$ cat src/hdl/assert_macros.svh
// assertion helpers shared by the rtl
`ifndef ASSERT_MACROS_SVH
`define ASSERT_MACROS_SVH

// property holds at every edge outside reset
`define ASSERT_AT(lbl, clk, rstn, prop) \
	lbl: assert property (@(posedge clk) disable iff (!rstn) (prop)) \
		else $error("assertion failed");

// consequence holds in the cycle after the antecedent
`define ASSERT_NEXT(lbl, clk, rstn, ante, cons) \
	lbl: assert property (@(posedge clk) disable iff (!rstn) (ante) |=> (cons)) \
		else $error("assertion failed");

`endif

$ cat src/hdl/sfd_pkg.sv
// ----------------------------------------------------------------------------
// sfd_pkg
// types, sizes and codes of the sysex frame deframer
// ----------------------------------------------------------------------------
`default_nettype none

package sfd_pkg;

	localparam int PAYLOAD_DEPTH = 16;
	localparam int ADDR_W = (PAYLOAD_DEPTH > 1) ? $clog2(PAYLOAD_DEPTH) : 1;
	localparam int CNT_W = $clog2(PAYLOAD_DEPTH + 1);
	localparam int HDR_LEN = 6;

	localparam logic OP_BYTE = 1'b0;
	localparam logic OP_TIMEOUT = 1'b1;
	localparam logic KIND_CMD = 1'b0;
	localparam logic KIND_DATA = 1'b1;

	localparam logic [7:0] SYX_START = 8'hf0;
	localparam logic [7:0] SYX_END = 8'hf7;
	localparam logic [7:0] RT_FIRST = 8'hf8;

	typedef struct packed {
		logic opcode;
		logic [7:0] port;
		logic [7:0] data_byte;
	} in_beat_t;

	typedef struct packed {
		logic [7:0] frame_port;
		logic item_kind;
		logic [7:0] item_byte;
		logic [4:0] payload_count;
		logic command_known;
		logic last_item;
	} out_beat_t;

	// expected header byte at a position below HDR_LEN
	function automatic logic [7:0] hdr_byte(input logic [2:0] pos);
		logic [7:0] b;
		case (pos)
			3'd0: b = SYX_START;
			3'd1: b = 8'h00;
			3'd2: b = 8'h00;
			3'd3: b = 8'h7e;
			3'd4: b = 8'h4f;
			3'd5: b = 8'h54;
			default: b = 8'h00;
		endcase
		return b;
	endfunction

	// one of the fourteen defined command codes
	function automatic logic cmd_known(input logic [7:0] code);
		logic k;
		case (code)
			8'h01, 8'h10, 8'h11, 8'h20, 8'h30, 8'h31, 8'h32,
			8'h40, 8'h50, 8'h51, 8'h52, 8'h53, 8'h54, 8'h55: k = 1'b1;
			default: k = 1'b0;
		endcase
		return k;
	endfunction

endpackage

`default_nettype wire

$ cat src/hdl/sfd_ram.sv
// ----------------------------------------------------------------------------
// sfd_ram
// simple dual port ram, one write and one registered read port
// ----------------------------------------------------------------------------
`default_nettype none

module sfd_ram #(
	parameter int WIDTH = 8,
	parameter int DEPTH = 16,
	parameter int AW = (DEPTH > 1) ? $clog2(DEPTH) : 1
) (
	input wire logic clk,
	input wire logic wr_en,
	input wire logic [AW-1:0] wr_addr,
	input wire logic [WIDTH-1:0] wr_data,
	input wire logic rd_en,
	input wire logic [AW-1:0] rd_addr,
	output logic [WIDTH-1:0] rd_data
);

	logic [WIDTH-1:0] mem_q [DEPTH];

	always_ff @(posedge clk) begin
		if (wr_en) begin
			mem_q[wr_addr] <= wr_data;
		end
		if (rd_en) begin
			rd_data <= mem_q[rd_addr];
		end
	end

endmodule

`default_nettype wire

$ cat src/hdl/sysex_frame_deframer.sv
// ----------------------------------------------------------------------------
// sysex_frame_deframer
// hunts for the header f0 00 00 7e 4f 54 on a tagged midi byte stream, keeps
// the command byte and up to PAYLOAD_DEPTH payload bytes, and on f7 sends a
// command item followed by one item per stored payload byte
// ----------------------------------------------------------------------------
//
//  channel   direction  handshake                 beat type
//  byte_*    in         byte_valid / byte_stall   in_beat_t (opcode, port, data_byte)
//  item_*    out        item_valid / item_stall   out_beat_t (frame_port .. last_item)
//
//  a byte or timeout beat is taken while the block is parsing
//  an f7 that closes a frame holds the input stalled during readout: first
//  the command item, then one item per payload byte; each ram read is issued
//  while the previous item is loaded, so only item_stall slows the readout
//  readout of n payload bytes keeps the byte side stalled until the command
//  item and all n data items are loaded
//  reset clears the parser state and the output valid; the ram is not cleared,
//  only entries written in the current frame are ever read
//
`default_nettype none
`include "assert_macros.svh"

module sysex_frame_deframer (
	input wire logic clk,
	input wire logic arst_n,
	input wire logic byte_valid,
	output logic byte_stall,
	input wire sfd_pkg::in_beat_t byte_beat,
	output logic item_valid,
	input wire logic item_stall,
	output sfd_pkg::out_beat_t item_beat
);

	import sfd_pkg::*;

	// parser phase of the frame
	typedef enum logic [1:0] {
		PH_IDLE,
		PH_HEADER,
		PH_COMMAND,
		PH_PAYLOAD
	} phase_t;

	// block level sequencing: parsing or frame readout
	typedef enum logic [1:0] {
		S_RUN,
		S_CMD,
		S_DATA
	} state_t;

	state_t state_q;
	phase_t phase_q, phase_d;
	logic [2:0] hpos_q, hpos_d;
	logic [7:0] cmd_q, cmd_d;
	logic [CNT_W-1:0] stored_q, stored_d;
	logic [7:0] prev_port_q;
	logic [7:0] frame_port_q;
	logic known_q;
	logic [CNT_W-1:0] idx_q;

	logic byte_take;
	logic out_free;
	logic item_load;
	logic close_frame;
	logic wr_en;
	logic rd_en;
	logic [ADDR_W-1:0] rd_addr;
	logic [7:0] rd_data;
	logic [7:0] b;
	logic [7:0] port;
	phase_t ph_in;
	logic [2:0] hpos_in;

	assign byte_stall = (state_q != S_RUN);
	assign byte_take = byte_valid && !byte_stall;
	assign out_free = !item_valid || !item_stall;
	// an item is loaded in either readout state once the output register is free
	assign item_load = (state_q == S_CMD || state_q == S_DATA) && out_free;
	assign b = byte_beat.data_byte;
	assign port = byte_beat.port;

	// ------------------------------------------------------------------------
	// parser: next phase for one accepted byte
	// ------------------------------------------------------------------------
	always_comb begin
		phase_d = phase_q;
		hpos_d = hpos_q;
		cmd_d = cmd_q;
		stored_d = stored_q;
		wr_en = 1'b0;
		close_frame = 1'b0;
		// a non-real-time byte on another port abandons the frame in progress
		if (phase_q != PH_IDLE && port != prev_port_q) begin
			ph_in = PH_IDLE;
			hpos_in = 3'd0;
		end else begin
			ph_in = phase_q;
			hpos_in = hpos_q;
		end
		if (byte_beat.opcode == OP_TIMEOUT) begin
			if (port == prev_port_q) begin
				phase_d = PH_IDLE;
				hpos_d = 3'd0;
			end
		end else if (b >= RT_FIRST) begin
			// real-time bytes pass by untouched
		end else if (b[7] && b != SYX_START && b != SYX_END) begin
			phase_d = PH_IDLE;
			hpos_d = 3'd0;
		end else begin
			phase_d = ph_in;
			hpos_d = hpos_in;
			case (ph_in)
				PH_IDLE: begin
					if (b == hdr_byte(3'd0)) begin
						phase_d = PH_HEADER;
						hpos_d = 3'd1;
					end
				end
				PH_HEADER: begin
					if (hpos_in >= 3'(HDR_LEN) || b != hdr_byte(hpos_in)) begin
						phase_d = PH_IDLE;
						hpos_d = 3'd0;
					end else begin
						hpos_d = hpos_in + 3'd1;
						if (hpos_in + 3'd1 >= 3'(HDR_LEN)) begin
							phase_d = PH_COMMAND;
						end
					end
				end
				PH_COMMAND: begin
					cmd_d = b;
					stored_d = '0;
					phase_d = PH_PAYLOAD;
				end
				PH_PAYLOAD: begin
					if (b == SYX_END) begin
						close_frame = 1'b1;
						phase_d = PH_IDLE;
						hpos_d = 3'd0;
					end else if (stored_q < CNT_W'(PAYLOAD_DEPTH)) begin
						wr_en = 1'b1;
						stored_d = stored_q + CNT_W'(1);
					end
				end
				default: begin
					phase_d = PH_IDLE;
					hpos_d = 3'd0;
				end
			endcase
		end
	end

	// ------------------------------------------------------------------------
	// readout: issue the next ram read while the current item is loaded
	// ------------------------------------------------------------------------
	always_comb begin
		rd_en = 1'b0;
		rd_addr = '0;
		case (state_q)
			S_CMD: begin
				rd_en = out_free && (stored_q != '0);
				rd_addr = '0;
			end
			S_DATA: begin
				rd_en = out_free && (idx_q + CNT_W'(1) < stored_q);
				rd_addr = ADDR_W'(idx_q + CNT_W'(1));
			end
			default: begin
				rd_en = 1'b0;
			end
		endcase
	end

	sfd_ram #(
		.WIDTH(8),
		.DEPTH(PAYLOAD_DEPTH)
	) u_payload_ram (
		.clk(clk),
		.wr_en(byte_take && wr_en),
		.wr_addr(ADDR_W'(stored_q)),
		.wr_data(b),
		.rd_en(rd_en),
		.rd_addr(rd_addr),
		.rd_data(rd_data)
	);

	// ------------------------------------------------------------------------
	// state, parser registers and the output register
	// ------------------------------------------------------------------------
	always_ff @(posedge clk or negedge arst_n) begin
		if (!arst_n) begin
			state_q <= S_RUN;
			phase_q <= PH_IDLE;
			hpos_q <= 3'd0;
			cmd_q <= 8'd0;
			stored_q <= '0;
			prev_port_q <= 8'd0;
			frame_port_q <= 8'd0;
			known_q <= 1'b0;
			idx_q <= '0;
			item_valid <= 1'b0;
			item_beat <= '0;
		end else begin
			if (item_load) begin
				item_valid <= 1'b1;
			end else if (!item_stall) begin
				item_valid <= 1'b0;
			end
			case (state_q)
				S_RUN: begin
					if (byte_take) begin
						phase_q <= phase_d;
						hpos_q <= hpos_d;
						cmd_q <= cmd_d;
						stored_q <= stored_d;
						if (byte_beat.opcode == OP_BYTE && b < RT_FIRST) begin
							prev_port_q <= port;
						end
						if (close_frame) begin
							frame_port_q <= port;
							known_q <= cmd_known(cmd_q);
							state_q <= S_CMD;
						end
					end
				end
				S_CMD: begin
					if (out_free) begin
						item_beat.frame_port <= frame_port_q;
						item_beat.item_kind <= KIND_CMD;
						item_beat.item_byte <= cmd_q;
						item_beat.payload_count <= 5'(stored_q);
						item_beat.command_known <= known_q;
						item_beat.last_item <= (stored_q == '0);
						idx_q <= '0;
						state_q <= (stored_q == '0) ? S_RUN : S_DATA;
					end
				end
				S_DATA: begin
					if (out_free) begin
						item_beat.item_kind <= KIND_DATA;
						item_beat.item_byte <= rd_data;
						item_beat.last_item <= (idx_q + CNT_W'(1) == stored_q);
						idx_q <= idx_q + CNT_W'(1);
						if (idx_q + CNT_W'(1) == stored_q) begin
							state_q <= S_RUN;
						end
					end
				end
				default: begin
					state_q <= S_RUN;
				end
			endcase
		end
	end

	// ------------------------------------------------------------------------
	// checks
	// ------------------------------------------------------------------------
	// payload ram is never written during readout
	`ASSERT_AT(a_no_wr_in_readout, clk, arst_n, state_q == S_RUN || !(byte_take && wr_en))
	// data readout only runs over stored entries
	`ASSERT_AT(a_idx_in_range, clk, arst_n, state_q != S_DATA || idx_q < stored_q)
	// the command item leads every frame
	`ASSERT_NEXT(a_cmd_first, clk, arst_n, state_q == S_CMD && out_free,
		item_valid && item_beat.item_kind == KIND_CMD)
	// a data item is loaded from the ram read issued while the previous item was loaded
	`ASSERT_NEXT(a_data_from_ram, clk, arst_n, state_q == S_DATA && out_free,
		item_valid && item_beat.item_kind == KIND_DATA)

endmodule

`default_nettype wire
$ cat config.mk
export PLATFORM = sky130hd
export DESIGN_NAME = sysex_frame_deframer
export DESIGN_NICKNAME = d
export VERILOG_FILES = /design/src/hdl/sfd_pkg.sv /design/src/hdl/sfd_ram.sv /design/src/hdl/sysex_frame_deframer.sv
export VERILOG_INCLUDE_DIRS = /design/src /design/src/hdl
export SDC_FILE = /design/constraint.sdc
export NUM_CORES = 1
export LEC_CHECK = 0
export CAP_MARGIN = 30
export CORE_AREA = 2 2 145 147
export DETAILED_ROUTE_END_ITERATION = 7
export DIE_AREA = 0 0 147 149
export DONT_BUFFER_PORTS = 1
export GPL_TIMING_DRIVEN = 0
export PLACE_DENSITY_LB_ADDON = 0.1
export SLEW_MARGIN = 15
export SYNTH_ARGS = -nofsm -noshare
export SYNTH_HDL_FRONTEND = slang
export SYNTH_HIERARCHICAL = 1
export SYNTH_SLANG_ARGS = --single-unit
$ cat constraint.sdc
create_clock -name clk -period 6.8 [get_ports clk]
set_clock_uncertainty 0.2 [all_clocks]
set_input_delay 0.68 -clock clk [delete_from_list [all_inputs] [get_ports clk]]
set_output_delay 0.68 -clock clk [all_outputs]
set_load 0.05 [all_outputs]
==> results of run 1 <==
[metrics by stage]
step | instance area, um^2 | utilization, % | total power, mW | std cells
after floorplan | 9050 | - | 1.383 | 585
after global placement | 9394 | 45.70 | 1.388 | 860
after detailed placement | 9429 | 45.87 | 1.390 | 862
after CTS | 10330 | 50.23 | 2.780 | 906
after global routing | 10340 | 50.30 | 2.840 | 908
final | 10340 | 50.30 | 2.750 | 908
[registers in the layout, indices dropped and copies added, names as in the netlist, 3 cells and up]
| register | count |
|---|---|
| idx_q | 5 |
| prev_port_q | 8 |
| stored_q | 5 |
| u_payload_ram/rd_data | 8 |
| cmd_q | 8 |
| hpos_q | 3 |
| frame_port_q | 8 |
| u_payload_ram/mem_q | 128 |
| item_beat | 24 |
[cells in the mapped netlist (2+ instances only)]
| cell | n | area share (%) |
|---|---|---|
| a211o_1 | 2 | 0.19 |
| a21o_1 | 3 | 0.25 |
| a21oi_1 | 15 | 0.83 |
| a21oi_2 | 2 | 0.19 |
| a22o_1 | 2 | 0.19 |
| a22oi_1 | 18 | 1.5 |
| a31oi_1 | 2 | 0.14 |
| and2_1 | 7 | 0.48 |
| and3_1 | 2 | 0.14 |
| buf_2 | 6 | 0.33 |
| buf_4 | 2 | 0.17 |
| buf_6 | 7 | 0.87 |
| clkbuf_1 | 6 | 0.25 |
| clkdlybuf4s25_2 | 3 | 0.33 |
| dfrtp_1 | 67 | 19 |
| edfxtp_1 | 136 | 45 |
| ha_1 | 17 | 2.4 |
| inv_1 | 18 | 0.75 |
| mux2_1 | 3 | 0.37 |
| mux2_2 | 29 | 3.6 |
| mux2_4 | 8 | 1.3 |
| mux2i_1 | 10 | 1.1 |
| mux4_1 | 14 | 4.1 |
| mux4_2 | 18 | 4.5 |
| nand2_1 | 33 | 1.4 |
| nand2b_1 | 3 | 0.21 |
| nand3_1 | 5 | 0.28 |
| nand3b_1 | 4 | 0.33 |
| nand4_1 | 8 | 0.55 |
| nor2_1 | 36 | 1.5 |
| nor2b_1 | 2 | 0.14 |
| nor3_1 | 5 | 0.28 |
| nor4_1 | 3 | 0.21 |
| nor4b_1 | 2 | 0.19 |
| o211ai_1 | 4 | 0.33 |
| o21a_1 | 4 | 0.33 |
| o21ai_0 | 26 | 1.4 |
| o31ai_1 | 2 | 0.17 |
| or2_2 | 3 | 0.21 |
| or3_1 | 2 | 0.14 |
| or4_1 | 3 | 0.25 |
| xnor2_1 | 4 | 0.39 |
| xor2_1 | 9 | 0.87 |
[cells by family (layout without fill, tap and decap cells)]
kind of cell	after synthesis	count (layout)	share of synthesized area [%]
DFF	203	203	63.65
adders and majority gates	17	17	2.350
buffers and inverters	43	91	2.737
muxes	82	82	14.96
xor gates and xnor gates	13	13	1.258
AOI/OAI and AO/OA	96	96	7.355
and+or+nand+nor	131	131	7.687
[layout by cell type, fill, tap and decap left out, types with 4 or more instances in the layout]
master | synthesis | layout
clkbuf_1 | 6 | 7
o21ai_0 | 26 | 26
edfxtp_1 | 136 | 136
mux4_1 | 14 | 14
a22oi_1 | 18 | 18
xor2_1 | 9 | 9
mux2_4 | 8 | 8
mux2i_1 | 10 | 10
inv_1 | 18 | 18
buf_4 | 2 | 6
nand3b_1 | 4 | 4
clkbuf_16 | 0 | 23
o21a_1 | 4 | 4
xnor2_1 | 4 | 4
nand4_1 | 8 | 8
and2_1 | 7 | 7
ha_1 | 17 | 17
o211ai_1 | 4 | 4
nand2_1 | 33 | 33
nand3_1 | 5 | 5
buf_6 | 7 | 7
nor2_1 | 36 | 36
mux4_2 | 18 | 18
bufinv_16 | 0 | 7
a21oi_1 | 15 | 15
dfrtp_1 | 67 | 67
buf_2 | 6 | 6
nor3_2 | 1 | 5
mux2_2 | 29 | 29
[worst min path at each step]
stage | from | depth (start not counted) | slack [ns] | endpoint
2_1_floorplan | arst_n | 0 | 0.18 | cmd_q[0]
3_3_place_gp | arst_n | 0 | 0.19 | prev_port_q[1]
3_5_place_dp | arst_n | 0 | 0.19 | prev_port_q[6]
4_1_cts | byte_beat[3] | 0 | 0.06 | u_payload_ram/mem_q[5][3]
5_1_grt | byte_beat[3] | 0 | 0.05 | u_payload_ram/mem_q[5][3]
6_report | byte_beat[3] | 0 | 0.07 | u_payload_ram/mem_q[5][3]
[repair_timing]
| action | 4_1_cts | 5_1_grt |
|---|---|---|
| setup endpoints to repair | 0 | 0 |
| hold buffers | 2 | 0 |
| endpoints found under the hold margin | 67 | 0 |
[final cells by class]
class	count	share of cell area [%]
Clock inverter	18	2.710
Sequential cell	203	55.70
Clock buffer	24	5.602
Multi-Input combinational cell	339	29.61
Inverter	18	0.6534
Tap cell	275	3.327
Buffer	25	1.742
Timing Repair Buffer	6	0.6534
[power by group]
part	switching, mW	leakage (nW)	internal, mW
Clock	0.487	0.409	0.888
Combinational	0.0227	1.31	0.0188
Sequential	0.00532	2.11	1.33
[metal layers]
| layer | vias up | wire (um) | track usage, % |
|---|---|---|---|
| li1 | 2331 | - | - |
| met1 | 2629 | 9166 | 26.41 |
| met2 | 95 | 9638 | 30.85 |
| met3 | 20 | 755 | 3.028 |
| met4 | 0 | 200 | 3.462 |
| met5 | - | 0 | 0 |
==> run metrics, run 1 <==
Seq/Total Area, Yosys 63.65%; Cells after Synth 585; Crit Path Max Fanout 10; GRT overflow 0; Initial Utilization 44.02%; largest net degree at the start of global routing 68; Worst Hold Class in -> reg; Synth Cell Area 9050 um^2; FFs w/ async S/R, synth 33.00%; layout cells sized above 1 21.64%; maxcap violations 0; footprint of the multi-input gates 3062 um^2; area added between synthesis and finish 14.27%; Setup TNS 0 ns; critical path arrival 4.52 ns; final critical-path share of the clock period 63.62%; H-tree Lvls 1; crit-path max cell delay 0.78 ns; TritonCTS clock tree done; total setup buffers inserted after CTS 0; Synth Warn # 6; row count 53; # diodes 0; Clock Latency Late Sink 0.50 ns; Total Routing Usage GR 18.57%; Via density 5.589; Worst VDD drop 0.1634 mV; worst hold slack 0.07480 ns; Fin. Hold Viols 0; fill count 1759; vias post-DR 5075; Worst R2R End hpos_q[0]; worst-margin pin slew 0.9808 ns; routed len/inst 21.76 um; IO Pins 47; Num CTS Buffers 23; max-slew violation count 0; crit path time final 4.326 ns; pre-CTS setup slack 2.336 ns; chip width 147 um; Nets 654; number of synthesized flops with an enable pin 136; post-DP HPWL 13180 um; area of the core 20560 um^2; post-cts resize count 0; CP max stage cell nor4_1; Setup WS post-layout 2.474 ns; antenna-violating nets left 0; worst setup path end hpos_q[0]; Worst Setup Start Kind flop; drt pass-1 iters 4; cells along the critical path xor2_1, nor4_1, and2_1, buf_6, buf_6, nor2_1, nor2_1, ha_1, ha_1, clkbuf_1, nand4_1, a22oi_1, a41oi_1, o211ai_1, nand4_2, o31ai_1; Setup crit end kind flop; Worst R2R Setup Slack 2.47 ns; Yosys reg bits 203; Port Buffers 0; Main synth FF type edfxtp_1; CTS Sinks 203; unique cell type count in the Yosys netlist 73; WL final 19760 um; die area 21900 um^2; clock-pin slew on the worst setup and hold paths 0.06 ns; 1st-iter DRT viols 342; syn_nets 623; die height 149 um; max frequency 231.2 MHz; Reg area 5761 um^2; slew margin rel. 34.37%; RSZ-0062 raised after global routing no; GP Congestion 0.8540; # DRC 0; CTS root buf clkbuf_16; buffer and inverter count on the worst path 3; Pwr Density 265.9 nW/um^2; antenna violations before repair 0; CTS max path bufs 3; Crit path max-delay family simple AND/OR/NAND/NOR gates; leakage 3.827 nW; WS Path Type reg -> reg; syn avg cell area 15.47 um^2; R2R Path Start prev_port_q[3]; critical path launch point prev_port_q[3]; critical path depth 16; status complete, no violations; vias in the first global route 5210; Worst Reg2Reg Path Length in Cells 16; CP Data Required Time 6.99 ns; endpoints failing setup 0; first-pass GRT wire length 30860 um
No activity file was read; power rests on OpenSTA's default activity.
==> run 2: changes to the inputs <==
- clock period: 6.8 -> 4.46 ns (I/O delays scaled with it)
==> run 2 against run 1 <==
Net effect: global-route usage up 0.62 points; hold slack better by 0.0024 ns; final area up 1.7%; clock-buffer cell count unchanged; highest routed layer unchanged; via count up 1.7%; worst setup slack worse by 2.1 ns; register-to-register slack worse by 2.1 ns.
==> run metrics, run 2 (same netlist as run 1, synthesis figures left out) <==
Clock Latency Late Sink 0.50 ns; Setup crit end kind flop; CTS max path bufs 3; RSZ-0062 raised after global routing no; drt pass-1 iters 4; chip width 147 um; Crit Path Max Fanout 9; leakage 3.898 nW; critical path arrival 4.00 ns; Worst VDD drop 0.2485 mV; clock-pin slew on the worst setup and hold paths 0.06 ns; routed len/inst 22.13 um; IO Pins 47; area added between synthesis and finish 16.22%; Port Buffers 0; crit path time final 4.079 ns; cell depth of the worst hold path 2; pre-CTS setup slack 0.2301 ns; layout cells sized above 1 21.23%; CTS root buf clkbuf_16; worst hold slack 0.07716 ns; final critical-path share of the clock period 91.46%; worst-margin pin slew 0.9826 ns; max frequency 245.1 MHz; Final Non-Filler Cells 925; die area 21900 um^2; GP Congestion 0.8540; # DRC 0; antenna-violating nets left 0; crit-path max cell delay 0.68 ns; Setup TNS 0 ns; Layout Utilization 51.16%; Total Routing Usage GR 19.19%; 1st-iter DRT viols 304; first-pass GRT wire length 31730 um; Via density 5.579; switching share of power 19.17%; max-slew violation count 0; Setup WS post-layout 0.3807 ns; worst setup path end u_payload_ram/mem_q[1][7]; highest-count cells in the layout ignoring fill and taps 136 x edfxtp_1, 67 x dfrtp_1, 36 x nor2_1; Nets 671; Biggest register u_payload_ram/mem_q; Seq pwr share 48.1%; most common cell after layout, fill and taps aside edfxtp_1; vias post-DR 5161; slew margin rel. 34.25%; endpoints failing setup 0; # diodes 0; Pwr Density 402.0 nW/um^2; CP Data Required Time 4.38 ns; CP max stage cell nor2_1; CTS Sinks 203; max FFs per register 128; Worst R2R Setup Slack 0.38 ns; Num CTS Buffers 23; Worst R2R End u_payload_ram/mem_q[1][7]; TritonCTS clock tree done; Worst Hold Class in -> reg; switching pwr 0.8105 mW; H-tree Lvls 1; critical path launch point state_q[1]; Fin. Hold Viols 0; maxcap violations 0; R2R Path Start state_q[1]; WS Path Type reg -> reg; Worst Reg2Reg Path Length in Cells 9; Internal Power 3.417 mW; Worst Setup Start Kind flop; Comb power frac 2.3%; dpl cells 862; vias in the first global route 5293; post-DP HPWL 13180 um; cells along the critical path inv_1, ha_1, nand2_1, a211oi_4, o21a_4, nand3_4, nor3_2, or3b_2, nor2_1; GRT overflow 0; clock network power share 49.6%; die height 149 um; antenna violations before repair 0; Initial Utilization 44.02%; area of the core 20560 um^2; WL final 20470 um; status complete, no violations; row count 53; biggest regs u_payload_ram/mem_q: 128 flops, item_beat: 24 flops; largest net degree at the start of global routing 68
-- run 2: cell count changes in the layout (fill, tap and decap cells not counted) --
cell,delta
dlygate4sd3_1,+17
nor4_1,-1
nor4_2,+1
-- run 2: worst min path at each step --
stage / startpoint / end / slack (ns)
after floorplan: arst_n / cmd_q[0] / -0.05
after global placement: arst_n / prev_port_q[1] / -0.05
after detailed placement: arst_n / prev_port_q[6] / -0.05
after CTS: byte_beat[16] / prev_port_q[5] / 0.06
after global routing: byte_beat[16] / prev_port_q[6] / 0.06
final: byte_beat[16] / prev_port_q[5] / 0.08
-- run 2: per-layer routing --
metal | wire length, um | track usage, % | vias up | share of wire [%]
met1 | 9574 | 27.71 | 2655 | 47
met2 | 9836 | 31.55 | 107 | 48
li1 | - | - | 2377 | -
met4 | 203 | 3.462 | 0 | 0.99
met5 | 0 | 0 | - | 0
met3 | 855 | 2.997 | 22 | 4.2
-- run 2: layout make-up --
cell class	instances	area (um^2)
fillers	1751	10040
flip-flops and latches	203	5761
multi-input cells	339	3068
clock buffers	24	579.3
well taps	275	344.1
clock inverters	18	280.3
repair buffers	23	237.7
plain buffers	25	180.2
inverters	18	67.56
-- run 2: through the flow --
step / instance area [um^2] / power, mW
finish: 10520 / 4.228
global route: 10520 / 4.369
CTS: 10500 / 4.272
detailed placement: 9429 / 2.119
global placement: 9394 / 2.117
floorplan: 9050 / 2.109
-- run 2: timing repair --
action / in CTS / in global routing
hold endpoints to repair: 219 / 0
gates resized for setup: 0 / 1
setup endpoints to repair: 0 / 4
buffers inserted: 0 / 0
hold buffers: 19 / 0
-- run 2: power by group through the flow --
stage	clock network, mW	logic [mW]	registers (mW)
final	2.10	0.0983	2.03
after global routing	2.23	0.110	2.03
after CTS	2.14	0.0987	2.03
after detailed placement	0	0.0480	2.07
after global placement	0	0.0469	2.07
after floorplan	0	0.0402	2.07
-- run 2: critical path: cells and delay by family (launching register included) --
family | cells | cell delay, ns
fa+ha+maj | 1 | 0.27
buf+inv | 1 | 0.10
flops | 1 | 0.38
compound gates | 2 | 0.88
simple gates | 5 | 1.87
==> run 3: changes to the inputs <==
- CAP_MARGIN: 30 -> 5
- CORE_AREA: 2 2 145 147 -> 2 2 126 128
- DIE_AREA: 0 0 147 149 -> 0 0 128 130
- HOLD_SLACK_MARGIN: unset -> 0.03
==> run 3 against run 2 <==
Net effect: final area decreased by 1.9%; core utilization up 16 points; combinational power is 0.7% lower; clock power is 7% lower; final cell count down 9.6%; hold slack got worse by 0.012 ns; wire length down 8.3%; sequential share of layout area rose by 1.1 points; worst setup slack gained 0.077 ns; first-iteration DRC count rose by 33%; total power fell by 3.4%; largest cell class unchanged.
==> run metrics, run 3 (same netlist as run 1, synthesis figures left out) <==
max FFs per register 128; largest net degree at the start of global routing 68; status complete, no violations; CTS root buf clkbuf_16; Biggest register u_payload_ram/mem_q; vias in the first global route 5235; RSZ-0062 raised after global routing no; first-pass GRT wire length 29240 um; R2R Path Start state_q[1]; Setup TNS 0 ns; Via density 6.305; CTS Sinks 203; post-DP HPWL 12230 um; 1st-iter DRT viols 404; Num CTS Buffers 22; GRT overflow 0; Setup crit end kind flop; GP Congestion 0.8750; antenna-violating nets left 0; leakage 3.844 nW; WS Path Type reg -> reg; routed len/inst 22.46 um; maxcap violations 0; die area 16640 um^2; die height 130 um; H-tree Lvls 1; row count 46; crit path time final 4.002 ns; biggest regs u_payload_ram/mem_q: 128 flops, item_beat: 24 flops; IO Pins 47; Worst Hold Class in -> reg; max frequency 249.9 MHz; critical path arrival 3.92 ns; Worst VDD drop 0.3153 mV; TritonCTS clock tree done; layout cells sized above 1 19.88%; chip width 128 um; critical path launch point state_q[1]; clock-pin slew on the worst setup and hold paths 0.06 ns; hold path startpoint byte_beat[16]; antenna violations before repair 1; slew margin rel. 42.41%; Crit Path Max Fanout 9; drt pass-1 iters 5; Clock Latency Late Sink 0.51 ns; CP Data Required Time 4.38 ns; placed cell area 9305 um^2; # DRC 0; area of the core 15420 um^2; final critical-path share of the clock period 89.74%; most common cell after layout, fill and taps aside edfxtp_1; Worst Setup Start Kind flop; max-slew violation count 0; area added between synthesis and finish 13.96%; Port Buffers 0; endpoints failing setup 0; Pwr Density 396.1 nW/um^2; worst-margin pin slew 0.8607 ns; fin area 10310 um^2; # diodes 0; highest-count cells in the layout ignoring fill and taps 136 x edfxtp_1, 67 x dfrtp_1, 36 x nor2_1; Initial Utilization 58.67%; CTS max path bufs 3; vias post-DR 5271; WL final 18780 um; total setup buffers inserted after CTS 0; Fin. Hold Viols 0; Total Routing Usage GR 23.28%; Nets 666
==> run 3: where the power goes <==
part	switching [mW]	total (mW)	internal (mW)	leakage, nW
logic	0.0584	0.0976	0.0392	1.36
registers	0.00796	2.03	2.02	2.11
clock network	0.730	1.96	1.23	0.377
total	0.796	4.09	3.29	3.84
==> run 3: routing by layer <==
metal  up-vias  routed length [um]  track usage (%)
met5         -                   0                0
li1       2365                   -                -
met4         0                 410            6.529
met3        38                 942            3.239
met2       174                9175            37.31
met1      2694                8251            34.13
==> run 3: layout make-up <==
| type | instances | area, um^2 |
|---|---|---|
| plain buffers | 25 | 180.2 |
| clock buffers | 30 | 590.6 |
| clock inverters | 10 | 198.9 |
| fillers | 1063 | 5111 |
| inverters | 18 | 67.56 |
| multi-input cells | 339 | 3068 |
| flip-flops and latches | 203 | 5761 |
| well taps | 192 | 240.2 |
| repair buffers | 19 | 207.7 |
==> run 3: metrics by stage <==
stage | setup WS, ns | power (mW) | hold slack (ns) | utilization, % | cells
after CTS | 0.3498 | 4.109 | 0.05897 | 66.79 | 836
after detailed placement | 0.3449 | 2.118 | -0.04870 | 60.33 | 777
after global routing | 0.1148 | 4.204 | 0.06172 | 66.86 | 836
after global placement | 0.07247 | 2.116 | -0.04839 | 60.23 | 777
final | 0.4578 | 4.085 | 0.06501 | 66.86 | 836
after floorplan | 0.9913 | 2.109 | -0.04959 | - | 585
==> run 3: worst paths after layout <==
path                            slack, ns  cells after the start                   endpoint
worst max-delay path                 0.46                      9  u_payload_ram/mem_q[1][7]
worst min-delay path                 0.07                      2             prev_port_q[6]
worst max register to register       0.46                      9  u_payload_ram/mem_q[1][7]
worst min register to register       0.30                      1              item_beat[21]
max in group asynchronous            3.48                      2                   cmd_q[5]
min in group asynchronous            0.31                      2              item_beat[13]
==> run 3: critical path, stage by stage (launching register included) <==
cell	delay, ns
dfrtp_1	0.38
inv_1	0.10
ha_1	0.28
nand2_1	0.15
a211oi_4	0.53
o21a_4	0.28
nand3_4	0.11
nor3_2	0.41
or3b_2	0.55
nor2_1	0.63
==> run 3: timing repair <==
item,in CTS,in global routing
setup endpoints to repair,0,1
hold buffers,19,0
hold endpoints to repair,219,0
gates resized for setup,0,1
